==> src/design/fbpw_pkg.sv <==
// Shared types and constants of the framebuffer pixel writer.
// Depends on nothing; every other design file imports it.
package fbpw_pkg;

   // Configuration port geometry.
   localparam int CSR_INDEX_W = 3;
   localparam int CSR_DATA_W  = 32;

   // Register indexes on the configuration port.
   localparam logic [CSR_INDEX_W-1:0] REG_FRAME_BASE    = 3'd0;
   localparam logic [CSR_INDEX_W-1:0] REG_LINE_PITCH    = 3'd1;
   localparam logic [CSR_INDEX_W-1:0] REG_SCREEN_WIDTH  = 3'd2;
   localparam logic [CSR_INDEX_W-1:0] REG_SCREEN_HEIGHT = 3'd3;
   localparam logic [CSR_INDEX_W-1:0] REG_PIXEL_MODE    = 3'd4;
   localparam logic [CSR_INDEX_W-1:0] REG_ENABLED       = 3'd5;

   // Field widths.
   localparam int ADDR_W  = 32;
   localparam int WADDR_W = 30;
   localparam int DATA_W  = 32;
   localparam int BE_W    = 4;
   localparam int POS_W   = 16;
   localparam int PITCH_W = 16;
   localparam int DIM_W   = 13;

   // Defaults for the top-level parameters.
   localparam int DEFAULT_MAX_DIM     = 4096;
   localparam int DEFAULT_QUEUE_DEPTH = 4;

   typedef enum logic [1:0] {
      MODE_32BPP = 2'd0,
      MODE_24BPP = 2'd1,
      MODE_16BPP = 2'd2,
      MODE_NONE  = 2'd3
   } fbpw_mode_type;

   typedef struct packed {
      logic [ADDR_W-1:0]  frame_base;
      logic [PITCH_W-1:0] line_pitch;
      logic [DIM_W-1:0]   screen_width;
      logic [DIM_W-1:0]   screen_height;
      fbpw_mode_type      pixel_mode;
      logic               enabled;
   } fbpw_cfg_type;

   // One accepted pixel as it travels from the front to the back end.
   typedef struct packed {
      logic [ADDR_W-1:0] byte_addr;
      logic [DATA_W-1:0] value;
      fbpw_mode_type     mode;
   } fbpw_entry_type;

endpackage

==> src/design/fbpw_front.sv <==
// Front end: accepts pixel words, clips them and forms byte address and packed color.
// Depends on fbpw_pkg.
module fbpw_front #(
   parameter int MAX_DIM = fbpw_pkg::DEFAULT_MAX_DIM
) (
   input  logic                                  clock,
   input  logic                                  reset,
   input  fbpw_pkg::fbpw_cfg_type                cfg,
   input  logic                                  req_valid,
   output logic                                  req_stall,
   input  logic signed [fbpw_pkg::POS_W-1:0]     req_pos_x,
   input  logic signed [fbpw_pkg::POS_W-1:0]     req_pos_y,
   input  logic [fbpw_pkg::DATA_W-1:0]           req_pixel_color,
   input  logic                                  queue_full,
   output logic                                  queue_push,
   output fbpw_pkg::fbpw_entry_type              queue_entry
);
   import fbpw_pkg::*;

   localparam int LIM_W  = $clog2(MAX_DIM + 1);
   localparam int CMP_W  = (LIM_W > POS_W ? LIM_W : POS_W) + 1;
   localparam int PROD_W = (POS_W - 1) + PITCH_W;
   localparam int XOFF_W = (POS_W - 1) + 2;
   localparam logic [CMP_W-1:0] MAX_DIM_EXT = CMP_W'(MAX_DIM);

   logic [CMP_W-1:0]  width_lim, height_lim, x_ext, y_ext;
   logic              keep, accept;
   logic [POS_W-2:0]  x_mag, y_mag;

   logic              a_valid_ff, a_valid_in;
   logic [PROD_W-1:0] prod_ff, prod_in;
   logic [XOFF_W-1:0] xoff_ff, xoff_in;
   logic [DATA_W-1:0] value_ff, value_in;

   always_comb begin
      x_mag = req_pos_x[POS_W-2:0];
      y_mag = req_pos_y[POS_W-2:0];
      x_ext = CMP_W'(x_mag);
      y_ext = CMP_W'(y_mag);
      width_lim  = (CMP_W'(cfg.screen_width) > MAX_DIM_EXT) ? MAX_DIM_EXT
                                                           : CMP_W'(cfg.screen_width);
      height_lim = (CMP_W'(cfg.screen_height) > MAX_DIM_EXT) ? MAX_DIM_EXT
                                                            : CMP_W'(cfg.screen_height);
      keep = cfg.enabled && (cfg.frame_base != '0) && (cfg.line_pitch != '0) &&
             (width_lim != '0) && (height_lim != '0) && (cfg.pixel_mode != MODE_NONE) &&
             !req_pos_x[POS_W-1] && !req_pos_y[POS_W-1] &&
             (x_ext < width_lim) && (y_ext < height_lim);

      prod_in = PROD_W'(y_mag) * PROD_W'(cfg.line_pitch);
      case (cfg.pixel_mode)
         MODE_32BPP: begin
            xoff_in  = {x_mag, 2'b00};
            value_in = req_pixel_color;
         end
         MODE_24BPP: begin
            xoff_in  = XOFF_W'({x_mag, 1'b0}) + XOFF_W'(x_mag);
            value_in = {8'h00, req_pixel_color[23:0]};
         end
         MODE_16BPP: begin
            xoff_in  = XOFF_W'({x_mag, 1'b0});
            value_in = {16'h0000, req_pixel_color[23:19], req_pixel_color[15:10],
                        req_pixel_color[7:3]};
         end
         default: begin
            xoff_in  = '0;
            value_in = '0;
         end
      endcase

      // The stage holds its pixel only while the queue cannot take it.
      req_stall  = a_valid_ff && queue_full;
      accept     = req_valid && !req_stall;
      queue_push = a_valid_ff && !queue_full;
      if (accept) begin
         a_valid_in = keep;
      end else if (queue_push) begin
         a_valid_in = 1'b0;
      end else begin
         a_valid_in = a_valid_ff;
      end

      queue_entry.byte_addr = cfg.frame_base + ADDR_W'(prod_ff) + ADDR_W'(xoff_ff);
      queue_entry.value     = value_ff;
      queue_entry.mode      = cfg.pixel_mode;
   end

   always_ff @(posedge clock) begin
      if (reset) begin
         a_valid_ff <= 1'b0;
      end else begin
         a_valid_ff <= a_valid_in;
      end
   end

   always_ff @(posedge clock) begin
      if (accept) begin
         prod_ff  <= prod_in;
         xoff_ff  <= xoff_in;
         value_ff <= value_in;
      end
   end

endmodule

==> src/design/fbpw_queue.sv <==
// Short register queue that decouples the front end from the back end.
// Depends on fbpw_pkg.
module fbpw_queue #(
   parameter int DEPTH = fbpw_pkg::DEFAULT_QUEUE_DEPTH
) (
   input  logic                     clock,
   input  logic                     reset,
   input  logic                     push,
   input  fbpw_pkg::fbpw_entry_type push_entry,
   output logic                     full,
   input  logic                     pop,
   output fbpw_pkg::fbpw_entry_type head_entry,
   output logic                     empty
);
   import fbpw_pkg::*;

   localparam int PTR_W = (DEPTH > 1) ? $clog2(DEPTH) : 1;
   localparam int CNT_W = $clog2(DEPTH + 1);
   localparam logic [PTR_W-1:0] LAST_PTR = PTR_W'(DEPTH - 1);
   localparam logic [CNT_W-1:0] FULL_CNT = CNT_W'(DEPTH);

   fbpw_entry_type    slot_ff [DEPTH];
   logic [PTR_W-1:0]  wr_ptr_ff, wr_ptr_in, rd_ptr_ff, rd_ptr_in;
   logic [CNT_W-1:0]  count_ff, count_in;

   always_comb begin
      full       = (count_ff == FULL_CNT);
      empty      = (count_ff == '0);
      head_entry = slot_ff[rd_ptr_ff];
      wr_ptr_in  = push ? ((wr_ptr_ff == LAST_PTR) ? '0 : wr_ptr_ff + 1'b1) : wr_ptr_ff;
      rd_ptr_in  = pop ? ((rd_ptr_ff == LAST_PTR) ? '0 : rd_ptr_ff + 1'b1) : rd_ptr_ff;
      count_in   = count_ff;
      if (push && !pop) begin
         count_in = count_ff + 1'b1;
      end else if (pop && !push) begin
         count_in = count_ff - 1'b1;
      end
   end

   always_ff @(posedge clock) begin
      if (reset) begin
         wr_ptr_ff <= '0;
         rd_ptr_ff <= '0;
         count_ff  <= '0;
      end else begin
         wr_ptr_ff <= wr_ptr_in;
         rd_ptr_ff <= rd_ptr_in;
         count_ff  <= count_in;
      end
   end

   always_ff @(posedge clock) begin
      if (push) begin
         slot_ff[wr_ptr_ff] <= push_entry;
      end
   end

endmodule

==> src/design/fbpw_back.sv <==
// Back end: places a pixel on byte lanes and issues one or two aligned word writes.
// Depends on fbpw_pkg.
module fbpw_back (
   input  logic                             clock,
   input  logic                             reset,
   input  fbpw_pkg::fbpw_entry_type         head_entry,
   input  logic                             queue_empty,
   output logic                             queue_pop,
   output logic                             rsp_valid,
   input  logic                             rsp_stall,
   output logic [fbpw_pkg::WADDR_W-1:0]     rsp_word_address,
   output logic [fbpw_pkg::DATA_W-1:0]      rsp_write_data,
   output logic [fbpw_pkg::BE_W-1:0]        rsp_byte_enable,
   output logic                             rsp_last_write
);
   import fbpw_pkg::*;

   logic [BE_W-1:0]     pix_mask;
   logic [2*BE_W-1:0]   lane_mask;
   logic [2*DATA_W-1:0] lanes;
   logic [1:0]          offs;
   logic                crossing, load;

   logic                out_valid_ff, out_valid_in;
   logic [WADDR_W-1:0]  out_addr_ff, out_addr_in;
   logic [DATA_W-1:0]   out_data_ff, out_data_in;
   logic [BE_W-1:0]     out_be_ff, out_be_in;
   logic                out_last_ff, out_last_in;

   logic                pend_valid_ff, pend_valid_in;
   logic [WADDR_W-1:0]  pend_addr_ff, pend_addr_in;
   logic [DATA_W-1:0]   pend_data_ff, pend_data_in;
   logic [BE_W-1:0]     pend_be_ff, pend_be_in;

   always_comb begin
      case (head_entry.mode)
         MODE_32BPP: pix_mask = 4'b1111;
         MODE_24BPP: pix_mask = 4'b0111;
         MODE_16BPP: pix_mask = 4'b0011;
         default:    pix_mask = 4'b0000;
      endcase
      offs      = head_entry.byte_addr[1:0];
      lane_mask = {4'b0000, pix_mask} << offs;
      lanes     = {{DATA_W{1'b0}}, head_entry.value} << {offs, 3'b000};
      crossing  = (lane_mask[2*BE_W-1:BE_W] != '0);

      // The output register reloads whenever it is empty or its word is taken.
      load      = !out_valid_ff || !rsp_stall;
      queue_pop = load && !pend_valid_ff && !queue_empty;

      out_valid_in  = out_valid_ff;
      out_addr_in   = out_addr_ff;
      out_data_in   = out_data_ff;
      out_be_in     = out_be_ff;
      out_last_in   = out_last_ff;
      pend_valid_in = pend_valid_ff;
      pend_addr_in  = pend_addr_ff;
      pend_data_in  = pend_data_ff;
      pend_be_in    = pend_be_ff;

      if (load) begin
         if (pend_valid_ff) begin
            out_valid_in  = 1'b1;
            out_addr_in   = pend_addr_ff;
            out_data_in   = pend_data_ff;
            out_be_in     = pend_be_ff;
            out_last_in   = 1'b1;
            pend_valid_in = 1'b0;
         end else if (!queue_empty) begin
            out_valid_in  = 1'b1;
            out_addr_in   = head_entry.byte_addr[ADDR_W-1:2];
            out_data_in   = lanes[DATA_W-1:0];
            out_be_in     = lane_mask[BE_W-1:0];
            out_last_in   = !crossing;
            pend_valid_in = crossing;
            pend_addr_in  = head_entry.byte_addr[ADDR_W-1:2] + 1'b1;
            pend_data_in  = lanes[2*DATA_W-1:DATA_W];
            pend_be_in    = lane_mask[2*BE_W-1:BE_W];
         end else begin
            out_valid_in  = 1'b0;
         end
      end

      rsp_valid        = out_valid_ff;
      rsp_word_address = out_addr_ff;
      rsp_write_data   = out_data_ff;
      rsp_byte_enable  = out_be_ff;
      rsp_last_write   = out_last_ff;
   end

   always_ff @(posedge clock) begin
      if (reset) begin
         out_valid_ff  <= 1'b0;
         pend_valid_ff <= 1'b0;
      end else begin
         out_valid_ff  <= out_valid_in;
         pend_valid_ff <= pend_valid_in;
      end
   end

   always_ff @(posedge clock) begin
      out_addr_ff  <= out_addr_in;
      out_data_ff  <= out_data_in;
      out_be_ff    <= out_be_in;
      out_last_ff  <= out_last_in;
      pend_addr_ff <= pend_addr_in;
      pend_data_ff <= pend_data_in;
      pend_be_ff   <= pend_be_in;
   end

endmodule

==> src/design/framebuffer_pixel_writer.sv <==
// Path: a kept pixel passes the front stage register, the queue and the back end's output
// register before its first word shows on rsp_. Throughput: one pixel per cycle while req_stall
// is low; a pixel that straddles a word boundary loads the back end's single output register twice.
// Clipped pixels are consumed and produce no word.
// Reset (synchronous, active high) empties every stage and the queue and loads the
// registers with zero, except pixel_mode, which comes up as unsupported.
// Depends on fbpw_pkg, fbpw_front, fbpw_queue and fbpw_back.
module framebuffer_pixel_writer #(
   parameter int MAX_DIM     = fbpw_pkg::DEFAULT_MAX_DIM,
   parameter int QUEUE_DEPTH = fbpw_pkg::DEFAULT_QUEUE_DEPTH
) (
   input  logic                                  clock,
   input  logic                                  reset,
   // Configuration write port.
   input  logic                                  csr_write,
   input  logic [fbpw_pkg::CSR_INDEX_W-1:0]      csr_index,
   input  logic [fbpw_pkg::CSR_DATA_W-1:0]       csr_wdata,
   // Pixel request channel.
   input  logic                                  req_valid,
   output logic                                  req_stall,
   input  logic signed [fbpw_pkg::POS_W-1:0]     req_pos_x,
   input  logic signed [fbpw_pkg::POS_W-1:0]     req_pos_y,
   input  logic [fbpw_pkg::DATA_W-1:0]           req_pixel_color,
   // Memory write channel.
   output logic                                  rsp_valid,
   input  logic                                  rsp_stall,
   output logic [fbpw_pkg::WADDR_W-1:0]          rsp_word_address,
   output logic [fbpw_pkg::DATA_W-1:0]           rsp_write_data,
   output logic [fbpw_pkg::BE_W-1:0]             rsp_byte_enable,
   output logic                                  rsp_last_write
);
   import fbpw_pkg::*;

   // The configuration registers. The user changes them only while the block is idle,
   // which the block does not enforce. The front end reads them; entries copy only the mode.
   fbpw_cfg_type   cfg_ff, cfg_in;

   fbpw_entry_type push_entry, head_entry;
   logic           queue_push, queue_full, queue_pop, queue_empty;

   always_comb begin
      cfg_in = cfg_ff;
      if (csr_write) begin
         case (csr_index)
            REG_FRAME_BASE:    cfg_in.frame_base    = csr_wdata;
            REG_LINE_PITCH:    cfg_in.line_pitch    = csr_wdata[PITCH_W-1:0];
            REG_SCREEN_WIDTH:  cfg_in.screen_width  = csr_wdata[DIM_W-1:0];
            REG_SCREEN_HEIGHT: cfg_in.screen_height = csr_wdata[DIM_W-1:0];
            REG_PIXEL_MODE:    cfg_in.pixel_mode    = fbpw_mode_type'(csr_wdata[1:0]);
            REG_ENABLED:       cfg_in.enabled       = csr_wdata[0];
            default:           cfg_in = cfg_ff;
         endcase
      end
   end

   always_ff @(posedge clock) begin
      if (reset) begin
         cfg_ff.frame_base    <= '0;
         cfg_ff.line_pitch    <= '0;
         cfg_ff.screen_width  <= '0;
         cfg_ff.screen_height <= '0;
         cfg_ff.pixel_mode    <= MODE_NONE;
         cfg_ff.enabled       <= 1'b0;
      end else begin
         cfg_ff <= cfg_in;
      end
   end

   // The front end clips the pixel, multiplies row by pitch and packs the color ahead of
   // its stage register, and adds the address terms as the word enters the queue.
   fbpw_front #(
      .MAX_DIM(MAX_DIM)
   ) u_front (
      .clock           (clock),
      .reset           (reset),
      .cfg             (cfg_ff),
      .req_valid       (req_valid),
      .req_stall       (req_stall),
      .req_pos_x       (req_pos_x),
      .req_pos_y       (req_pos_y),
      .req_pixel_color (req_pixel_color),
      .queue_full      (queue_full),
      .queue_push      (queue_push),
      .queue_entry     (push_entry)
   );

   // The queue lets the front keep taking pixels while the memory side stalls
   // or while the back end emits the second word of a straddling pixel.
   fbpw_queue #(
      .DEPTH(QUEUE_DEPTH)
   ) u_queue (
      .clock      (clock),
      .reset      (reset),
      .push       (queue_push),
      .push_entry (push_entry),
      .full       (queue_full),
      .pop        (queue_pop),
      .head_entry (head_entry),
      .empty      (queue_empty)
   );

   // The back end shifts the pixel onto the byte lanes and emits the lower word,
   // then, for a straddling pixel, the following word with rsp_last_write set.
   fbpw_back u_back (
      .clock            (clock),
      .reset            (reset),
      .head_entry       (head_entry),
      .queue_empty      (queue_empty),
      .queue_pop        (queue_pop),
      .rsp_valid        (rsp_valid),
      .rsp_stall        (rsp_stall),
      .rsp_word_address (rsp_word_address),
      .rsp_write_data   (rsp_write_data),
      .rsp_byte_enable  (rsp_byte_enable),
      .rsp_last_write   (rsp_last_write)
   );

endmodule

==> config.mk <==
export PLATFORM = sky130hd
export DESIGN_NAME = framebuffer_pixel_writer
export DESIGN_NICKNAME = d
export VERILOG_FILES = /design/src/design/fbpw_pkg.sv /design/src/design/fbpw_front.sv /design/src/design/fbpw_queue.sv /design/src/design/fbpw_back.sv /design/src/design/framebuffer_pixel_writer.sv
export SDC_FILE = /design/constraint.sdc
export NUM_CORES = 1
export LEC_CHECK = 0
export BUFFER_PORTS_ARGS = -buffer_cell sky130_fd_sc_hd__buf_4
export CAP_MARGIN = 20
export CORE_MARGIN = 1
export CORE_UTILIZATION = 60
export CTS_CLUSTER_SIZE = 25
export DETAILED_ROUTE_END_ITERATION = 8
export PLACE_DENSITY = 0.76
export SLEW_MARGIN = 30
export SYNTH_ARGS = -nofsm -noshare
export SYNTH_HDL_FRONTEND = slang
export SYNTH_SLANG_ARGS = --single-unit
==> constraint.sdc <==
create_clock -name clock -period 19.85 [get_ports clock]
set_input_delay 1.985 -clock clock [delete_from_list [all_inputs] [get_ports clock]]
set_output_delay 1.985 -clock clock [all_outputs]
set_load 0.005 [all_outputs]
==> impl_metrics.tcl <==
set metrics [dict create \
    drc 0 \
    cts_setup_buffers 0 \
    syn_to_final_growth_pct 10.9 \
    drive_gt1_share_pct 13.8 \
    cts_tree "done" \
    synth_edf_count 468 \
    grt-ovfl-total 0 \
    grt_max_degree 82 \
    initial_core_util_pct 60.9 \
    clk_latency_ns 0.63 \
    ir_drop_v 0.000173 \
    first_pass_iters 5 \
    routed_via_density 5.95 \
    pin_count 173 \
    crit_cells 22 \
    slowest_stage "fa_1" \
    path_buf_inv 5 \
    routedWlPerCell_um 21.4 \
    grt_pass1_vias 21300 \
    final_cell_mix "edfxtp_1, nand2_1, inv_1, fa_1, buf_4" \
    ys_types 78 \
    wl_mm 75.8 \
    post-route-period-util_pct 37.2 \
    synthFlopType "edfxtp_1" \
    rsz0062_at_grt "no" \
    gp_congestion 0.947 \
    critPathLaunch "req_pos_y[0]" \
    final_util_pct 67.5 \
    max_stage_delay_ns 0.54 \
    cts_made_buffers 56 \
    crit_type "input pin to register" \
    status "complete, no violations" \
    ff2ff_path_depth 20 \
    min_period_ns 7.38 \
    startpoint_type "input pin" \
    postRouteAntennaNets 0 \
    power.density_nw_per_um2 98.7 \
    htreeDepth 2 \
    endpoint "u_front.prod_ff[29]$_DFFE_PP_" \
    async_flop_share_pct 0 \
    hold_class "register to register" \
    holdBufCountCts 0 \
    core_um2 53900 \
    synthCells 2654 \
    path_delay_family "adder cells" \
    crit_top_cell "fa_1" \
    nets 3285 \
    route.vias.total 21000 \
    required_ns 20.19 \
    timing.rr.start "cfg_ff[37]$_SDFFE_PP0P_" \
    worst_pin_slew_ns 0.918 \
    tns_ns 0 \
    clock_sink_count 557 \
    fin_worst_skew_ns 0.0420 \
    synth_area_um2 32800 \
    p_leak_nw 14.7 \
    ys_warn_count 0 \
    maxCapViolations 0 \
    ff2ff_setup_slack_ns 13.38 \
    hold_viol 0 \
    grt_use_met1_pct 36.6 \
    dp_worst_setup_slack_ns 11.90 \
    slew_violations 0 \
    use_met3_pct 3.99 \
    max-clock-path-buffers 3 \
    crit_chain "buf_4, and2_1, fa_1, inv_1, fa_1, inv_1, fa_1, inv_1, fa_1, inv_1, fa_1, fa_1, ha_1, nor3_1, o211ai_1, a31o_2, o21a_1, o31ai_1, a21oi_1, a21o_1, a21oi_2, xnor2_1" \
    critPathMaxFanout 17 \
    port-buffer-count 172 \
    top_usage_layer "met2" \
    grt_pass1_wl_mm 118 \
    initialDrtViolationCount 1590 \
    dieHeight_um 236 \
    setup_viol 0 \
    met2_usage_pct 47.0 \
    dp.final_hpwl_mm 54.2 \
    cts_resized 0 \
    grtUsageTotal_pct 27.6 \
    layout_commonest_cell "edfxtp_1" \
    dieArea_um2 55600 \
    avgSynthCellArea_um2 12.4 \
    fmax_mhz 135 \
    die_w_um 236 \
    synth_nets 3145 \
    synth_seq_area_share_pct 48.3 \
    clkTransAtPathRegs_ns 0.06 \
    fin_ws_ns 12.47 \
    insertedDiodeCount 0 \
    clock-root-buffer "clkbuf_16" \
    relSlewSlack_pct 38.8 \
    regToRegEndpoint "u_front.prod_ff[29]$_DFFE_PP_" \
    antenna_found_initial 0 \
    fillers 3812 \
    placementRows 85 \
    crit_arrival_ns 7.72 \
    synth-seq-cells 557 \
    end_kind "register" \
]
==> worst min path at each step <==
stage                                  from  cells past startpoint  slack (ns)                 endpoint
floorplan            cfg_ff[3]$_SDFFE_PP0P_                      2        0.44   cfg_ff[3]$_SDFFE_PP0P_
global placement     cfg_ff[7]$_SDFFE_PP0P_                      2        0.46   cfg_ff[7]$_SDFFE_PP0P_
detailed placement  cfg_ff[17]$_SDFFE_PP0P_                      2        0.47  cfg_ff[17]$_SDFFE_PP0P_
CTS                 cfg_ff[17]$_SDFFE_PP0P_                      2        0.48  cfg_ff[17]$_SDFFE_PP0P_
global route         cfg_ff[5]$_SDFFE_PP0P_                      2        0.50   cfg_ff[5]$_SDFFE_PP0P_
finish              cfg_ff[19]$_SDFFE_PP0P_                      2        0.47  cfg_ff[19]$_SDFFE_PP0P_
==> logic make-up after synthesis <==
group / Yosys count / synth area share, %
flops: 557 / 48.3
simple gates: 762 / 11.3
buf+inv: 347 / 4.45
fa+ha+maj: 387 / 19.3
xor+xnor: 100 / 2.67
mux: 130 / 6.89
compound gates: 371 / 7.07
==> cells in the mapped netlist (all sizes together) (10+ instances only) <==
library cell | number | share of area, %
mux2i | 28 | 0.85
a211oi | 22 | 0.50
a21oi | 156 | 2.4
and2 | 173 | 3.3
edfxtp | 468 | 43
mux4 | 65 | 4.8
nor3 | 26 | 0.41
a21o | 30 | 0.69
o31ai | 15 | 0.34
xor2 | 24 | 0.64
inv | 239 | 2.7
a22o | 25 | 0.67
nor4 | 20 | 0.38
o21bai | 10 | 0.23
nor2 | 70 | 0.84
o21ai | 65 | 0.99
and3 | 21 | 0.43
buf | 23 | 0.72
nand2b | 13 | 0.25
dfxtp | 89 | 5.4
nor2b | 27 | 0.51
clkbuf | 83 | 0.95
nand2 | 364 | 4.2
nand3 | 23 | 0.42
fa | 200 | 12
mux2 | 37 | 1.3
xnor2 | 76 | 2.0
ha | 187 | 7.1
==> worst min-delay path: stages, from the launching register on <==
cell     delay (ns)
dfxtp_1        0.32
nand2_1        0.05
a21oi_1        0.05
==> routing by layer <==
| metal | wire [um] | share of wire (%) | vias up |
|---|---|---|---|
| met1 | 31200 | 41 | 10500 |
| met4 | 2170 | 2.9 | 0 |
| met5 | 0 | 0 | - |
| met3 | 5020 | 6.6 | 125 |
| met2 | 37400 | 49 | 823 |
| li1 | - | - | 9595 |
==> per-stage QoR <==
stage | std cells | hold WS, ns | power [W] | cell area [um2]
3_5_place_dp | 3432 | 0.468 | 0.00259 | 34600
4_1_cts | 3538 | 0.475 | 0.00361 | 36400
6_report | 3538 | 0.474 | 0.00359 | 36400
2_1_floorplan | 2654 | 0.445 | 0.00229 | 32800
5_1_grt | 3538 | 0.495 | 0.00375 | 36400
3_3_place_gp | 3432 | 0.462 | 0.00256 | 34600
==> registers in the layout, summed over array words and instances, names as in the netlist, named ones only <==
name / flops
u_back.rsp_last_write: 1
u_back.pend_addr_ff: 30
u_back.rsp_valid: 1
u_queue.wr_ptr_ff: 2
u_front.xoff_ff: 17
u_back.pend_data_ff: 24
u_back.pend_be_ff: 3
u_queue.slot_ff: 264
cfg_ff: 77
u_queue.count_ff: 3
u_front.prod_ff: 31
u_back.rsp_write_data: 32
u_back.rsp_word_address: 30
u_back.pend_valid_ff: 1
u_queue.rd_ptr_ff: 2
u_front.value_ff: 32
u_front.a_valid_ff: 1
u_back.rsp_byte_enable: 4
==> power by group <==
group          switching, W  total, W  internal, W
Clock              0.000448   0.00102     0.000570
Sequential        0.0000790   0.00162      0.00154
Combinational      0.000537  0.000952     0.000415
Total               0.00106   0.00359      0.00253
==> layout make-up <==
type	instances	area [um2]	area share, %
clock buffers	68	1470	4.03
multi-input cells	1750	15600	42.8
repair buffers	190	1430	3.92
clock inverters	38	322	0.883
well taps	696	871	2.39
flip-flops and latches	557	15800	43.5
inverters	239	897	2.46
Note: power is estimated with default switching activity, not from simulation.
